[config.mk]
export PLATFORM = sky130hd
export DESIGN_NAME = bit_sync_pattern_search_top
export DESIGN_NICKNAME = d
export VERILOG_FILES = /design/src/rtl/core/bsps_pkg.sv /design/src/rtl/core/bit_sync_pattern_search_top.sv /design/src/rtl/core/bsps_lane.sv /design/src/rtl/core/bsps_merge.sv /design/src/rtl/core/bsps_emit.sv
export SDC_FILE = /design/constraint.sdc
export NUM_CORES = 2
export LEC_CHECK = 0
export BUFFER_PORTS_ARGS = -buffer_cell sky130_fd_sc_hd__buf_2
export CAP_MARGIN = 20
export CELL_PAD_IN_SITES_DETAIL_PLACEMENT = 1
export CELL_PAD_IN_SITES_GLOBAL_PLACEMENT = 2
export CORE_AREA = 5 5 503 505
export DETAILED_ROUTE_END_ITERATION = 7
export DIE_AREA = 0 0 508 510
export PLACE_DENSITY_LB_ADDON = 0.1
export RECOVER_POWER = 100
export SLEW_MARGIN = 20
export SYNTH_ARGS = -nofsm -noshare
export SYNTH_HDL_FRONTEND = slang
export SYNTH_HIERARCHICAL = 1
export SYNTH_SLANG_ARGS = --single-unit
export TNS_END_PERCENT = 50
[constraint.sdc]
create_clock -name clk -period 32.8 [get_ports clk]
set_clock_uncertainty 0.05 [all_clocks]
set_input_delay 1.64 -clock clk [delete_from_list [all_inputs] [get_ports clk]]
set_output_delay 1.64 -clock clk [all_outputs]
set_load 0.03 [all_outputs]
[src/rtl/core/bsps_pkg.sv]
// Shared types and constants for the bit sync pattern search block.
`default_nettype none

package bsps_pkg;

    localparam int LANES         = 8;
    localparam int LANE_IDX_BITS = 3;
    localparam int LEN_BITS      = 7;
    localparam int CNT_BITS      = 4;

    // record kinds
    localparam logic [1:0] KIND_MATCH   = 2'd0;
    localparam logic [1:0] KIND_SPAN    = 2'd1;
    localparam logic [1:0] KIND_SUMMARY = 2'd2;

    // summary status codes
    localparam logic [2:0] ST_OK        = 3'd0;
    localparam logic [2:0] ST_NO_DATA   = 3'd1;
    localparam logic [2:0] ST_TOO_SHORT = 3'd2;
    localparam logic [2:0] ST_NOT_FOUND = 3'd3;
    localparam logic [2:0] ST_OVERFLOW  = 3'd4;

    // configuration register indexes
    localparam logic [1:0] REG_PATTERN = 2'd0;
    localparam logic [1:0] REG_LENGTH  = 2'd1;
    localparam logic [1:0] REG_MODE    = 2'd2;

    localparam logic [LEN_BITS-1:0] LENGTH_RESET = 7'd16;

    // pending work of one merged item
    typedef struct packed {
        logic [LANES-1:0] emask;   // lanes with a record to send
        logic             span;    // closing frame span pending
        logic             summ;    // summary pending
        logic [2:0]       status;  // summary status
    } batch_ctrl_t;

endpackage

`default_nettype wire

[src/rtl/core/bit_sync_pattern_search_top.sv]
// Top level of the bit sync pattern search: config registers, bit window, lanes, merge, output.
`default_nettype none

// Searches a byte stream (bit 7 of each byte first) for a sync pattern of 1 to
// PATTERN_MAX_BITS bits at every bit offset. Eight comparator lanes test the
// eight bit offsets of each byte at once against a window of the previous bits;
// a merge stage then applies bit positions, the frame-mode holdoff and the match
// count, and an output buffer sends the resulting records one per cycle.
// An item carrying a byte enters every cycle as long as it yields at most one
// record and out_stall is low; an item that yields n records sends them one at
// a time, and the input side stalls while those drain. Taking an item loads
// the input stage; its records then go from the merge into the result buffer,
// then into the output register.
// In overlap mode (search_mode 0) each match gives a match-start record. In
// frame mode each match after the first gives the span of the previous frame,
// and start positions within pattern_length-1 bits after a match are skipped.
// An item with end_of_data closes the stream: frame mode sends any final span,
// then a summary record with match count, first match and status, and all
// stream state (window included) returns to its reset value. pattern_length 0
// acts as 1, values above PATTERN_MAX_BITS act as PATTERN_MAX_BITS. Once the
// position counter reaches its maximum, further bits are neither counted nor
// searched and the summary reports overflow. Configuration should be written
// only while no item is in flight.
module bit_sync_pattern_search_top #(
    parameter int PATTERN_MAX_BITS = 64,
    parameter int POSITION_BITS    = 36
) (
    input  wire logic                     clk,
    input  wire logic                     rst_n,
    // configuration
    input  wire logic                     cfg_wr_en,
    input  wire logic [1:0]               cfg_index,
    input  wire logic [63:0]              cfg_data,
    // input channel
    input  wire logic                     in_valid,
    output logic                          in_stall,
    input  wire logic [7:0]               data_byte,
    input  wire logic                     byte_valid,
    input  wire logic                     end_of_data,
    // output channel
    output logic                          out_valid,
    input  wire logic                     out_stall,
    output logic [1:0]                    record_kind,
    output logic [POSITION_BITS-1:0]      start_bit,
    output logic [POSITION_BITS-1:0]      length_bits,
    output logic [POSITION_BITS-1:0]      match_count,
    output logic [2:0]                    status,
    output logic                          last
);

    import bsps_pkg::*;

    localparam logic [LEN_BITS-1:0] MAX_LEN = LEN_BITS'(PATTERN_MAX_BITS);

    // configuration registers
    logic [PATTERN_MAX_BITS-1:0] pattern_reg, pattern_next;
    logic [LEN_BITS-1:0]         plen_reg,    plen_next;
    logic                        mode_reg,    mode_next;

    // stream window, before the current byte
    logic [PATTERN_MAX_BITS-1:0] window_reg,  window_next;
    logic [PATTERN_MAX_BITS+7:0] shifted;

    // input stage: raw lane hits plus flags
    logic             s1_valid_reg, s1_valid_next;
    logic [LANES-1:0] s1_hit_reg;
    logic             s1_bvalid_reg;
    logic             s1_eod_reg;

    logic [LEN_BITS-1:0]         used_len;
    logic [PATTERN_MAX_BITS-1:0] len_mask;
    logic [LANES-1:0]            raw_hit;
    logic                        accept;
    logic                        advance;

    batch_ctrl_t                         ctrl;
    logic [LANES-1:0][POSITION_BITS-1:0] lane_start;
    logic [LANES-1:0][POSITION_BITS-1:0] lane_prev;
    logic [LANES-1:0][POSITION_BITS-1:0] lane_cnt;
    logic [POSITION_BITS-1:0]            span_start;
    logic [POSITION_BITS-1:0]            span_len;
    logic [POSITION_BITS-1:0]            fin_cnt;
    logic [POSITION_BITS-1:0]            summ_start;
    logic [POSITION_BITS-1:0]            summ_len;

    // ---------------- configuration ----------------
    always_comb
    begin
        pattern_next = pattern_reg;
        plen_next    = plen_reg;
        mode_next    = mode_reg;
        if (cfg_wr_en)
        begin
            case (cfg_index)
                REG_PATTERN: pattern_next = cfg_data[PATTERN_MAX_BITS-1:0];
                REG_LENGTH:  plen_next    = cfg_data[LEN_BITS-1:0];
                REG_MODE:    mode_next    = cfg_data[0];
                default:     ;  // no register here
            endcase
        end
    end

    // effective length and compare mask
    always_comb
    begin
        if (plen_reg == '0)
        begin
            used_len = LEN_BITS'(1);
        end
        else if (plen_reg > MAX_LEN)
        begin
            used_len = MAX_LEN;
        end
        else
        begin
            used_len = plen_reg;
        end
    end

    genvar j;
    generate
        for (j = 0; j < PATTERN_MAX_BITS; j++)
        begin : g_mask
            assign len_mask[j] = LEN_BITS'(j) < used_len;
        end
    endgenerate

    // ---------------- input stage and window ----------------
    assign in_stall = s1_valid_reg && !advance;
    assign accept   = in_valid && !in_stall;
    assign shifted  = {window_reg, data_byte};

    always_comb
    begin
        window_next = window_reg;
        if (accept)
        begin
            if (end_of_data)
            begin
                window_next = '0;
            end
            else if (byte_valid)
            begin
                window_next = shifted[PATTERN_MAX_BITS-1:0];
            end
        end
    end

    always_comb
    begin
        s1_valid_next = s1_valid_reg;
        if (accept)
        begin
            s1_valid_next = 1'b1;
        end
        else if (advance)
        begin
            s1_valid_next = 1'b0;
        end
    end

    // one comparator per bit offset of the byte
    genvar g;
    generate
        for (g = 0; g < LANES; g++)
        begin : g_lane
            bsps_lane #(
                .PATTERN_MAX_BITS (PATTERN_MAX_BITS),
                .OFFSET           (g)
            ) u_lane (
                .window    (window_reg),
                .data_byte (data_byte),
                .pattern   (pattern_reg),
                .mask      (len_mask),
                .raw_hit   (raw_hit[g])
            );
        end
    endgenerate

    always_ff @(posedge clk or negedge rst_n)
    begin
        if (!rst_n)
        begin
            pattern_reg  <= '0;
            plen_reg     <= LENGTH_RESET;
            mode_reg     <= 1'b0;
            window_reg   <= '0;
            s1_valid_reg <= 1'b0;
        end
        else
        begin
            pattern_reg  <= pattern_next;
            plen_reg     <= plen_next;
            mode_reg     <= mode_next;
            window_reg   <= window_next;
            s1_valid_reg <= s1_valid_next;
        end
    end

    always_ff @(posedge clk)
    begin
        if (accept)
        begin
            s1_hit_reg    <= raw_hit;
            s1_bvalid_reg <= byte_valid;
            s1_eod_reg    <= end_of_data;
        end
    end

    // ---------------- merge across lanes ----------------
    bsps_merge #(
        .POSITION_BITS (POSITION_BITS)
    ) u_merge (
        .clk         (clk),
        .rst_n       (rst_n),
        .advance     (advance),
        .raw_hit     (s1_hit_reg),
        .byte_valid  (s1_bvalid_reg),
        .end_of_data (s1_eod_reg),
        .used_len    (used_len),
        .mode        (mode_reg),
        .ctrl        (ctrl),
        .lane_start  (lane_start),
        .lane_prev   (lane_prev),
        .lane_cnt    (lane_cnt),
        .span_start  (span_start),
        .span_len    (span_len),
        .fin_cnt     (fin_cnt),
        .summ_start  (summ_start),
        .summ_len    (summ_len)
    );

    // ---------------- result buffer and output ----------------
    bsps_emit #(
        .POSITION_BITS (POSITION_BITS)
    ) u_emit (
        .clk         (clk),
        .rst_n       (rst_n),
        .s1_valid    (s1_valid_reg),
        .ctrl_in     (ctrl),
        .lane_start  (lane_start),
        .lane_prev   (lane_prev),
        .lane_cnt    (lane_cnt),
        .span_start  (span_start),
        .span_len    (span_len),
        .fin_cnt     (fin_cnt),
        .summ_start  (summ_start),
        .summ_len    (summ_len),
        .mode        (mode_reg),
        .used_len    (used_len),
        .out_stall   (out_stall),
        .advance     (advance),
        .out_valid   (out_valid),
        .record_kind (record_kind),
        .start_bit   (start_bit),
        .length_bits (length_bits),
        .match_count (match_count),
        .status      (status),
        .last        (last)
    );

endmodule

`default_nettype wire

[src/rtl/core/bsps_lane.sv]
// One bit-offset comparator lane: window plus leading bits of the byte against the pattern.
`default_nettype none

module bsps_lane #(
    parameter int PATTERN_MAX_BITS = 64,
    parameter int OFFSET           = 0
) (
    input  wire logic [PATTERN_MAX_BITS-1:0] window,
    input  wire logic [7:0]                  data_byte,
    input  wire logic [PATTERN_MAX_BITS-1:0] pattern,
    input  wire logic [PATTERN_MAX_BITS-1:0] mask,
    output logic                             raw_hit
);

    localparam int SH = 7 - OFFSET;

    logic [PATTERN_MAX_BITS+7:0] wide;
    logic [PATTERN_MAX_BITS-1:0] seg;

    assign wide    = {window, data_byte};
    assign seg     = wide[PATTERN_MAX_BITS-1+SH:SH];
    assign raw_hit = ((seg ^ pattern) & mask) == '0;

endmodule

`default_nettype wire

[src/rtl/core/bsps_merge.sv]
// Merge stage: position, holdoff and match bookkeeping across the eight lanes of one byte.
`default_nettype none

module bsps_merge #(
    parameter int POSITION_BITS = 36
) (
    input  wire logic                                        clk,
    input  wire logic                                        rst_n,
    input  wire logic                                        advance,
    input  wire logic [bsps_pkg::LANES-1:0]                  raw_hit,
    input  wire logic                                        byte_valid,
    input  wire logic                                        end_of_data,
    input  wire logic [bsps_pkg::LEN_BITS-1:0]               used_len,
    input  wire logic                                        mode,
    output bsps_pkg::batch_ctrl_t                            ctrl,
    output logic [bsps_pkg::LANES-1:0][POSITION_BITS-1:0]    lane_start,
    output logic [bsps_pkg::LANES-1:0][POSITION_BITS-1:0]    lane_prev,
    output logic [bsps_pkg::LANES-1:0][POSITION_BITS-1:0]    lane_cnt,
    output logic [POSITION_BITS-1:0]                         span_start,
    output logic [POSITION_BITS-1:0]                         span_len,
    output logic [POSITION_BITS-1:0]                         fin_cnt,
    output logic [POSITION_BITS-1:0]                         summ_start,
    output logic [POSITION_BITS-1:0]                         summ_len
);

    import bsps_pkg::*;

    typedef logic [POSITION_BITS-1:0] pos_t;
    typedef logic [POSITION_BITS:0]   posx_t;

    localparam posx_t POS_MAX = posx_t'({POSITION_BITS{1'b1}});

    pos_t                bits_reg,  bits_next;
    logic                ovf_reg,   ovf_next;
    logic [LEN_BITS-1:0] hold_reg,  hold_next;
    pos_t                prev_reg,  prev_next;
    pos_t                first_reg, first_next;
    logic                found_reg, found_next;
    pos_t                cnt_reg,   cnt_next;

    logic [LANES-1:0][POSITION_BITS:0] pos;
    logic [LANES-1:0]                  counted;
    logic [LANES-1:0]                  eligible;
    logic [LANES-1:0][CNT_BITS-1:0]    nrun;
    logic [LANES-1:0]                  emask;

    logic [LEN_BITS-1:0] hold_new;
    logic                found_new;
    pos_t                prev_new;
    pos_t                first_new;
    logic [CNT_BITS-1:0] hits_total;
    logic [CNT_BITS-1:0] bits_total;
    pos_t                bits_new;
    pos_t                cnt_new;
    logic                ovf_new;
    logic [2:0]          status_new;

    // per-lane positions, all in parallel
    genvar g;
    generate
        for (g = 0; g < LANES; g++)
        begin : g_pos
            assign pos[g]        = {1'b0, bits_reg} + posx_t'(g + 1);
            assign counted[g]    = byte_valid && !ovf_reg && (pos[g] <= POS_MAX);
            assign eligible[g]   = pos[g] >= posx_t'(used_len);
            assign lane_start[g] = pos[g][POSITION_BITS-1:0] - pos_t'(used_len);
            assign lane_cnt[g]   = cnt_reg + pos_t'(nrun[g]);
        end
    endgenerate

    // holdoff runs bit by bit across the byte; narrow chain
    always_comb
    begin
        logic [LEN_BITS-1:0] h;
        logic                fa;
        pos_t                p;
        pos_t                fs;
        logic [CNT_BITS-1:0] n;
        logic [CNT_BITS-1:0] b;
        h = hold_reg;
        fa = found_reg;
        p = prev_reg;
        fs = first_reg;
        n = '0;
        b = '0;
        emask = '0;
        lane_prev = '0;
        nrun = '0;
        for (int i = 0; i < LANES; i++)
        begin
            lane_prev[i] = p;
            if (counted[i])
            begin
                b = b + 1'b1;
                if (h != '0)
                begin
                    h = h - 1'b1;
                end
                else if (eligible[i] && raw_hit[i])
                begin
                    n = n + 1'b1;
                    if (mode)
                    begin
                        h = used_len - 1'b1;
                    end
                    emask[i] = !mode || fa;  // first frame start emits no span
                    if (!fa)
                    begin
                        fs = lane_start[i];
                    end
                    fa = 1'b1;
                    p = lane_start[i];
                end
            end
            nrun[i] = n;
        end
        hold_new   = h;
        found_new  = fa;
        prev_new   = p;
        first_new  = fs;
        hits_total = n;
        bits_total = b;
    end

    assign bits_new = bits_reg + pos_t'(bits_total);
    assign cnt_new  = cnt_reg + pos_t'(hits_total);
    assign ovf_new  = ovf_reg || (byte_valid && !counted[LANES-1]);

    always_comb
    begin
        if (bits_new == '0 && !ovf_new)
        begin
            status_new = ST_NO_DATA;
        end
        else if (ovf_new)
        begin
            status_new = ST_OVERFLOW;
        end
        else if (bits_new < pos_t'(used_len))
        begin
            status_new = ST_TOO_SHORT;
        end
        else if (!found_new)
        begin
            status_new = ST_NOT_FOUND;
        end
        else
        begin
            status_new = ST_OK;
        end
    end

    assign ctrl.emask  = emask;
    assign ctrl.span   = end_of_data && mode && found_new;
    assign ctrl.summ   = end_of_data;
    assign ctrl.status = status_new;
    assign span_start  = prev_new;
    assign span_len    = bits_new - prev_new;
    assign fin_cnt     = cnt_new;
    assign summ_start  = found_new ? first_new : '0;
    assign summ_len    = bits_new;

    always_comb
    begin
        bits_next  = bits_reg;
        ovf_next   = ovf_reg;
        hold_next  = hold_reg;
        prev_next  = prev_reg;
        first_next = first_reg;
        found_next = found_reg;
        cnt_next   = cnt_reg;
        if (advance)
        begin
            if (end_of_data)
            begin
                bits_next  = '0;
                ovf_next   = 1'b0;
                hold_next  = '0;
                prev_next  = '0;
                first_next = '0;
                found_next = 1'b0;
                cnt_next   = '0;
            end
            else
            begin
                bits_next  = bits_new;
                ovf_next   = ovf_new;
                hold_next  = hold_new;
                prev_next  = prev_new;
                first_next = first_new;
                found_next = found_new;
                cnt_next   = cnt_new;
            end
        end
    end

    always_ff @(posedge clk or negedge rst_n)
    begin
        if (!rst_n)
        begin
            bits_reg  <= '0;
            ovf_reg   <= 1'b0;
            hold_reg  <= '0;
            prev_reg  <= '0;
            first_reg <= '0;
            found_reg <= 1'b0;
            cnt_reg   <= '0;
        end
        else
        begin
            bits_reg  <= bits_next;
            ovf_reg   <= ovf_next;
            hold_reg  <= hold_next;
            prev_reg  <= prev_next;
            first_reg <= first_next;
            found_reg <= found_next;
            cnt_reg   <= cnt_next;
        end
    end

endmodule

`default_nettype wire

[src/rtl/core/bsps_emit.sv]
// Result buffer and output register: sends the records of one merged item one at a time.
`default_nettype none

module bsps_emit #(
    parameter int POSITION_BITS = 36
) (
    input  wire logic                                        clk,
    input  wire logic                                        rst_n,
    input  wire logic                                        s1_valid,
    input  wire bsps_pkg::batch_ctrl_t                       ctrl_in,
    input  wire logic [bsps_pkg::LANES-1:0][POSITION_BITS-1:0] lane_start,
    input  wire logic [bsps_pkg::LANES-1:0][POSITION_BITS-1:0] lane_prev,
    input  wire logic [bsps_pkg::LANES-1:0][POSITION_BITS-1:0] lane_cnt,
    input  wire logic [POSITION_BITS-1:0]                    span_start,
    input  wire logic [POSITION_BITS-1:0]                    span_len,
    input  wire logic [POSITION_BITS-1:0]                    fin_cnt,
    input  wire logic [POSITION_BITS-1:0]                    summ_start,
    input  wire logic [POSITION_BITS-1:0]                    summ_len,
    input  wire logic                                        mode,
    input  wire logic [bsps_pkg::LEN_BITS-1:0]               used_len,
    input  wire logic                                        out_stall,
    output logic                                             advance,
    output logic                                             out_valid,
    output logic [1:0]                                       record_kind,
    output logic [POSITION_BITS-1:0]                         start_bit,
    output logic [POSITION_BITS-1:0]                         length_bits,
    output logic [POSITION_BITS-1:0]                         match_count,
    output logic [2:0]                                       status,
    output logic                                             last
);

    import bsps_pkg::*;

    typedef logic [POSITION_BITS-1:0] pos_t;

    batch_ctrl_t bctrl_reg, bctrl_next;
    logic [LANES-1:0][POSITION_BITS-1:0] bstart_reg;
    logic [LANES-1:0][POSITION_BITS-1:0] bprev_reg;
    logic [LANES-1:0][POSITION_BITS-1:0] bcnt_reg;
    pos_t span_start_reg;
    pos_t span_len_reg;
    pos_t fin_cnt_reg;
    pos_t summ_start_reg;
    pos_t summ_len_reg;

    logic       out_valid_reg, out_valid_next;
    logic [1:0] kind_reg;
    pos_t       start_reg;
    pos_t       len_reg;
    pos_t       cnt_reg;
    logic [2:0] status_reg;
    logic       last_reg;

    logic                     busy;
    logic                     out_load;
    logic [LANE_IDX_BITS-1:0] k;
    batch_ctrl_t              after;
    logic                     remains;
    logic [1:0]               r_kind;
    pos_t                     r_start;
    pos_t                     r_len;
    pos_t                     r_cnt;
    logic [2:0]               r_status;

    assign busy     = (bctrl_reg.emask != '0) || bctrl_reg.span || bctrl_reg.summ;
    assign out_load = busy && (!out_valid_reg || !out_stall);

    // lowest pending lane goes first
    always_comb
    begin
        k = '0;
        for (int i = LANES - 1; i >= 0; i--)
        begin
            if (bctrl_reg.emask[i])
            begin
                k = LANE_IDX_BITS'(i);
            end
        end
    end

    always_comb
    begin
        after    = bctrl_reg;
        r_kind   = KIND_SUMMARY;
        r_start  = summ_start_reg;
        r_len    = summ_len_reg;
        r_cnt    = fin_cnt_reg;
        r_status = bctrl_reg.status;
        if (bctrl_reg.emask != '0)
        begin
            after.emask[k] = 1'b0;
            r_cnt    = bcnt_reg[k];
            r_status = ST_OK;
            if (mode)
            begin
                r_kind  = KIND_SPAN;
                r_start = bprev_reg[k];
                r_len   = bstart_reg[k] - bprev_reg[k];
            end
            else
            begin
                r_kind  = KIND_MATCH;
                r_start = bstart_reg[k];
                r_len   = pos_t'(used_len);
            end
        end
        else if (bctrl_reg.span)
        begin
            after.span = 1'b0;
            r_kind     = KIND_SPAN;
            r_start    = span_start_reg;
            r_len      = span_len_reg;
            r_status   = ST_OK;
        end
        else
        begin
            after.summ = 1'b0;
        end
        remains = (after.emask != '0) || after.span || after.summ;
    end

    assign advance = s1_valid && (!busy || (out_load && !remains));

    always_comb
    begin
        bctrl_next = bctrl_reg;
        if (advance)
        begin
            bctrl_next = ctrl_in;
        end
        else if (out_load)
        begin
            bctrl_next = after;
        end
    end

    always_comb
    begin
        out_valid_next = out_valid_reg && out_stall;
        if (out_load)
        begin
            out_valid_next = 1'b1;
        end
    end

    always_ff @(posedge clk or negedge rst_n)
    begin
        if (!rst_n)
        begin
            bctrl_reg     <= '0;
            out_valid_reg <= 1'b0;
        end
        else
        begin
            bctrl_reg     <= bctrl_next;
            out_valid_reg <= out_valid_next;
        end
    end

    always_ff @(posedge clk)
    begin
        if (advance)
        begin
            bstart_reg     <= lane_start;
            bprev_reg      <= lane_prev;
            bcnt_reg       <= lane_cnt;
            span_start_reg <= span_start;
            span_len_reg   <= span_len;
            fin_cnt_reg    <= fin_cnt;
            summ_start_reg <= summ_start;
            summ_len_reg   <= summ_len;
        end
        if (out_load)
        begin
            kind_reg   <= r_kind;
            start_reg  <= r_start;
            len_reg    <= r_len;
            cnt_reg    <= r_cnt;
            status_reg <= r_status;
            last_reg   <= !remains;
        end
    end

    assign out_valid   = out_valid_reg;
    assign record_kind = kind_reg;
    assign start_bit   = start_reg;
    assign length_bits = len_reg;
    assign match_count = cnt_reg;
    assign status      = status_reg;
    assign last        = last_reg;

endmodule

`default_nettype wire
==> flow_summary.json <==
{
  "status": "finished, violations left",
  "violations": "max-capacitance violations, max-slew violations",
  "setup.worst_path.class": "reg2reg",
  "io_pins": 197,
  "cts_num_sinks": 1471,
  "cp_slowest_stage_delay_ns": 1.20,
  "fmax_mhz": 36.09,
  "critPathArrivalTime_ns": 28.36,
  "fp.dieW_um": 508,
  "p_per_area_nw_per_um2": 120.3,
  "cts_setup_buffers": 0,
  "tritoncts": "done",
  "cts-root-buf": "clkbuf_16",
  "crit_path_frequent_cell": "o21ai_0",
  "fin_crit_sh_pct": 84.48,
  "ctsHoldBuffers": 0,
  "grt_pass1_wl_um": 637600,
  "drc": 0,
  "wire_per_inst_um": 36.43,
  "fin_nets": 9474,
  "cts_max_path_buffers": 3,
  "dieArea_um2": 259100,
  "clock_latency_ns": 0.89,
  "wl_um": 461700,
  "maxCapViolations": 59,
  "grt_max_degree": 186,
  "setup-violations-final": 0,
  "final-max-slew-violation-count": 2510,
  "final.min_clock_period_ns": 27.71,
  "worst-path-max-fanout": 44,
  "routabilityCongestion": 1.038,
  "cp_data_required_time_ns": 33.45,
  "dr.first_iter.drc_count": 9777,
  "port-buffer-count": 196,
  "grt_pass1_vias": 79420,
  "netlist_area_um2": 95910,
  "yosys_warnings": 6,
  "dpl.hpwl_um": 341400,
  "avgSynthCellArea_um2": 10.55,
  "grt_overflow": 0,
  "worst_setup_path_end_kind": "register",
  "antenna_found_initial": 32,
  "tightest_slew_ns": 10.04,
  "multiInputGateArea_um2": 49780,
  "seqCellArea_um2": 42660,
  "rsz0062_at_grt": "false",
  "area_growth_pct": 10.48,
  "crit_path_start_kind": "register",
  "leakage_nw": 40.87,
  "cpMaxStageDelayCell": "nor4b_1",
  "postRouteAntennaNets": 0,
  "setup-tns-final_ns": 0,
  "firstDrtPassIters": 6,
  "die_h_um": 510,
  "vias_per_cell": 6.379,
  "cts_buffers": 171,
  "placementRows": 183,
  "vdd_ir_drop_max_v": 0.00008805,
  "layout-drive-gt1-share_pct": 10.84,
  "initial_core_util_pct": 38.71,
  "coreArea_um2": 247700,
  "synthCells": 9089,
  "hp-class": "reg2reg",
  "hold_slack_ns": 0.3756,
  "clkTransAtPathRegs_ns": 0.06,
  "htreeDepth": 4,
  "max_slew_margin_pct": -569.4,
  "grt_usage_pct": 34.56,
  "ctsResizeCount": 0,
  "finalHoldViolCount": 0,
  "via_count": 80840,
  "final.fill_count": 27040
}
critical path, delay by kind of cell (launching register included):
kind                       cells  cell delay (ns)
DFF                            1             0.96
buffers and inverters          7             2.26
AOI/OAI and AO/OA             42            11.27
muxes                          4             1.14
and+or+nand+nor               20             9.03
adders and majority gates      9             2.70
routing by layer:
metal  vias up  GRT usage (%)  share of wire [%]  routed length, um
met5         -              0              0.012                 57
met4        10          11.03                3.8              17640
met3       717          8.488                 10              48390
met2      4071          50.02                 41             190700
met1     42110          50.65                 44             204900
li1      33930              -                  -                  -
final cells by class:
class                      count  share of cell area, %
antenna                       11                0.02598
clock buffer                 231                  4.460
clock inverter                92                 0.9989
inverter                     282                  1.006
multi-input combinational   6779                  46.97
sequential                  1471                  40.26
tap                         3330                  3.932
timing repair buffer         477                  2.340
power by group:
part | switching (mW) | internal (mW) | total, mW
sequential | 0.401 | 3.27 | 3.67
clock | 0.860 | 1.12 | 1.98
combinational | 4.92 | 2.18 | 7.10
metrics by stage:
stage                     total power, mW  util (%)  instances  setup slack [ns]  cell area (um2)
after CTS                           12.62     43.13      12660             7.561           106900
after global routing                13.36     42.76      12660             2.587           105900
after floorplan                     8.251         -       9096             13.76            95940
final                               12.75     42.77      12670             5.091           106000
after detailed placement            10.60     40.80      12340             7.696           101100
after global placement              10.50     40.79      12340             8.154           101100
path summary, 6_finish.rpt:
check	end	depth (start not counted)	startpoint	slack, ns
max	u_emit/span_len_reg[34]$_DFFE_PP_	82	plen_reg[6]$_DFFE_PN0P_	5.09
min	u_emit/bprev_reg[31]$_DFFE_PP_	0	u_merge/prev_reg[31]$_DFFE_PN0P_	0.38
max reg2reg	u_emit/span_len_reg[34]$_DFFE_PP_	82	plen_reg[6]$_DFFE_PN0P_	5.09
min reg2reg	u_emit/bprev_reg[31]$_DFFE_PP_	0	u_merge/prev_reg[31]$_DFFE_PN0P_	0.38
max in group asynchronous	u_emit/bctrl_reg[4]$_DFFE_PN0P_	4	rst_n	19.41
min in group asynchronous	window_reg[43]$_DFFE_PN0P_	1	rst_n	2.67
placed cells by master (no fill, tap or decap), types with 74 or more instances in the layout:
master / count
inv_1: 271
a21oi_1: 344
clkbuf_1: 285
clkbuf_16: 172
nand4_1: 239
a21o_1: 80
a211oi_1: 152
dfrtp_1: 300
mux2_1: 115
nor2_1: 584
o21ai_0: 200
nor2b_1: 143
nand2_1: 755
nor3_1: 199
mux2i_1: 176
ha_1: 197
mux4_2: 106
nor4_1: 125
buf_2: 76
xor2_1: 835
mux2_2: 250
a22oi_1: 333
buf_4: 154
xnor2_1: 556
edfxtp_1: 1168
a22o_1: 74
nand3_1: 217
Note: power is estimated with default switching activity, not from simulation.
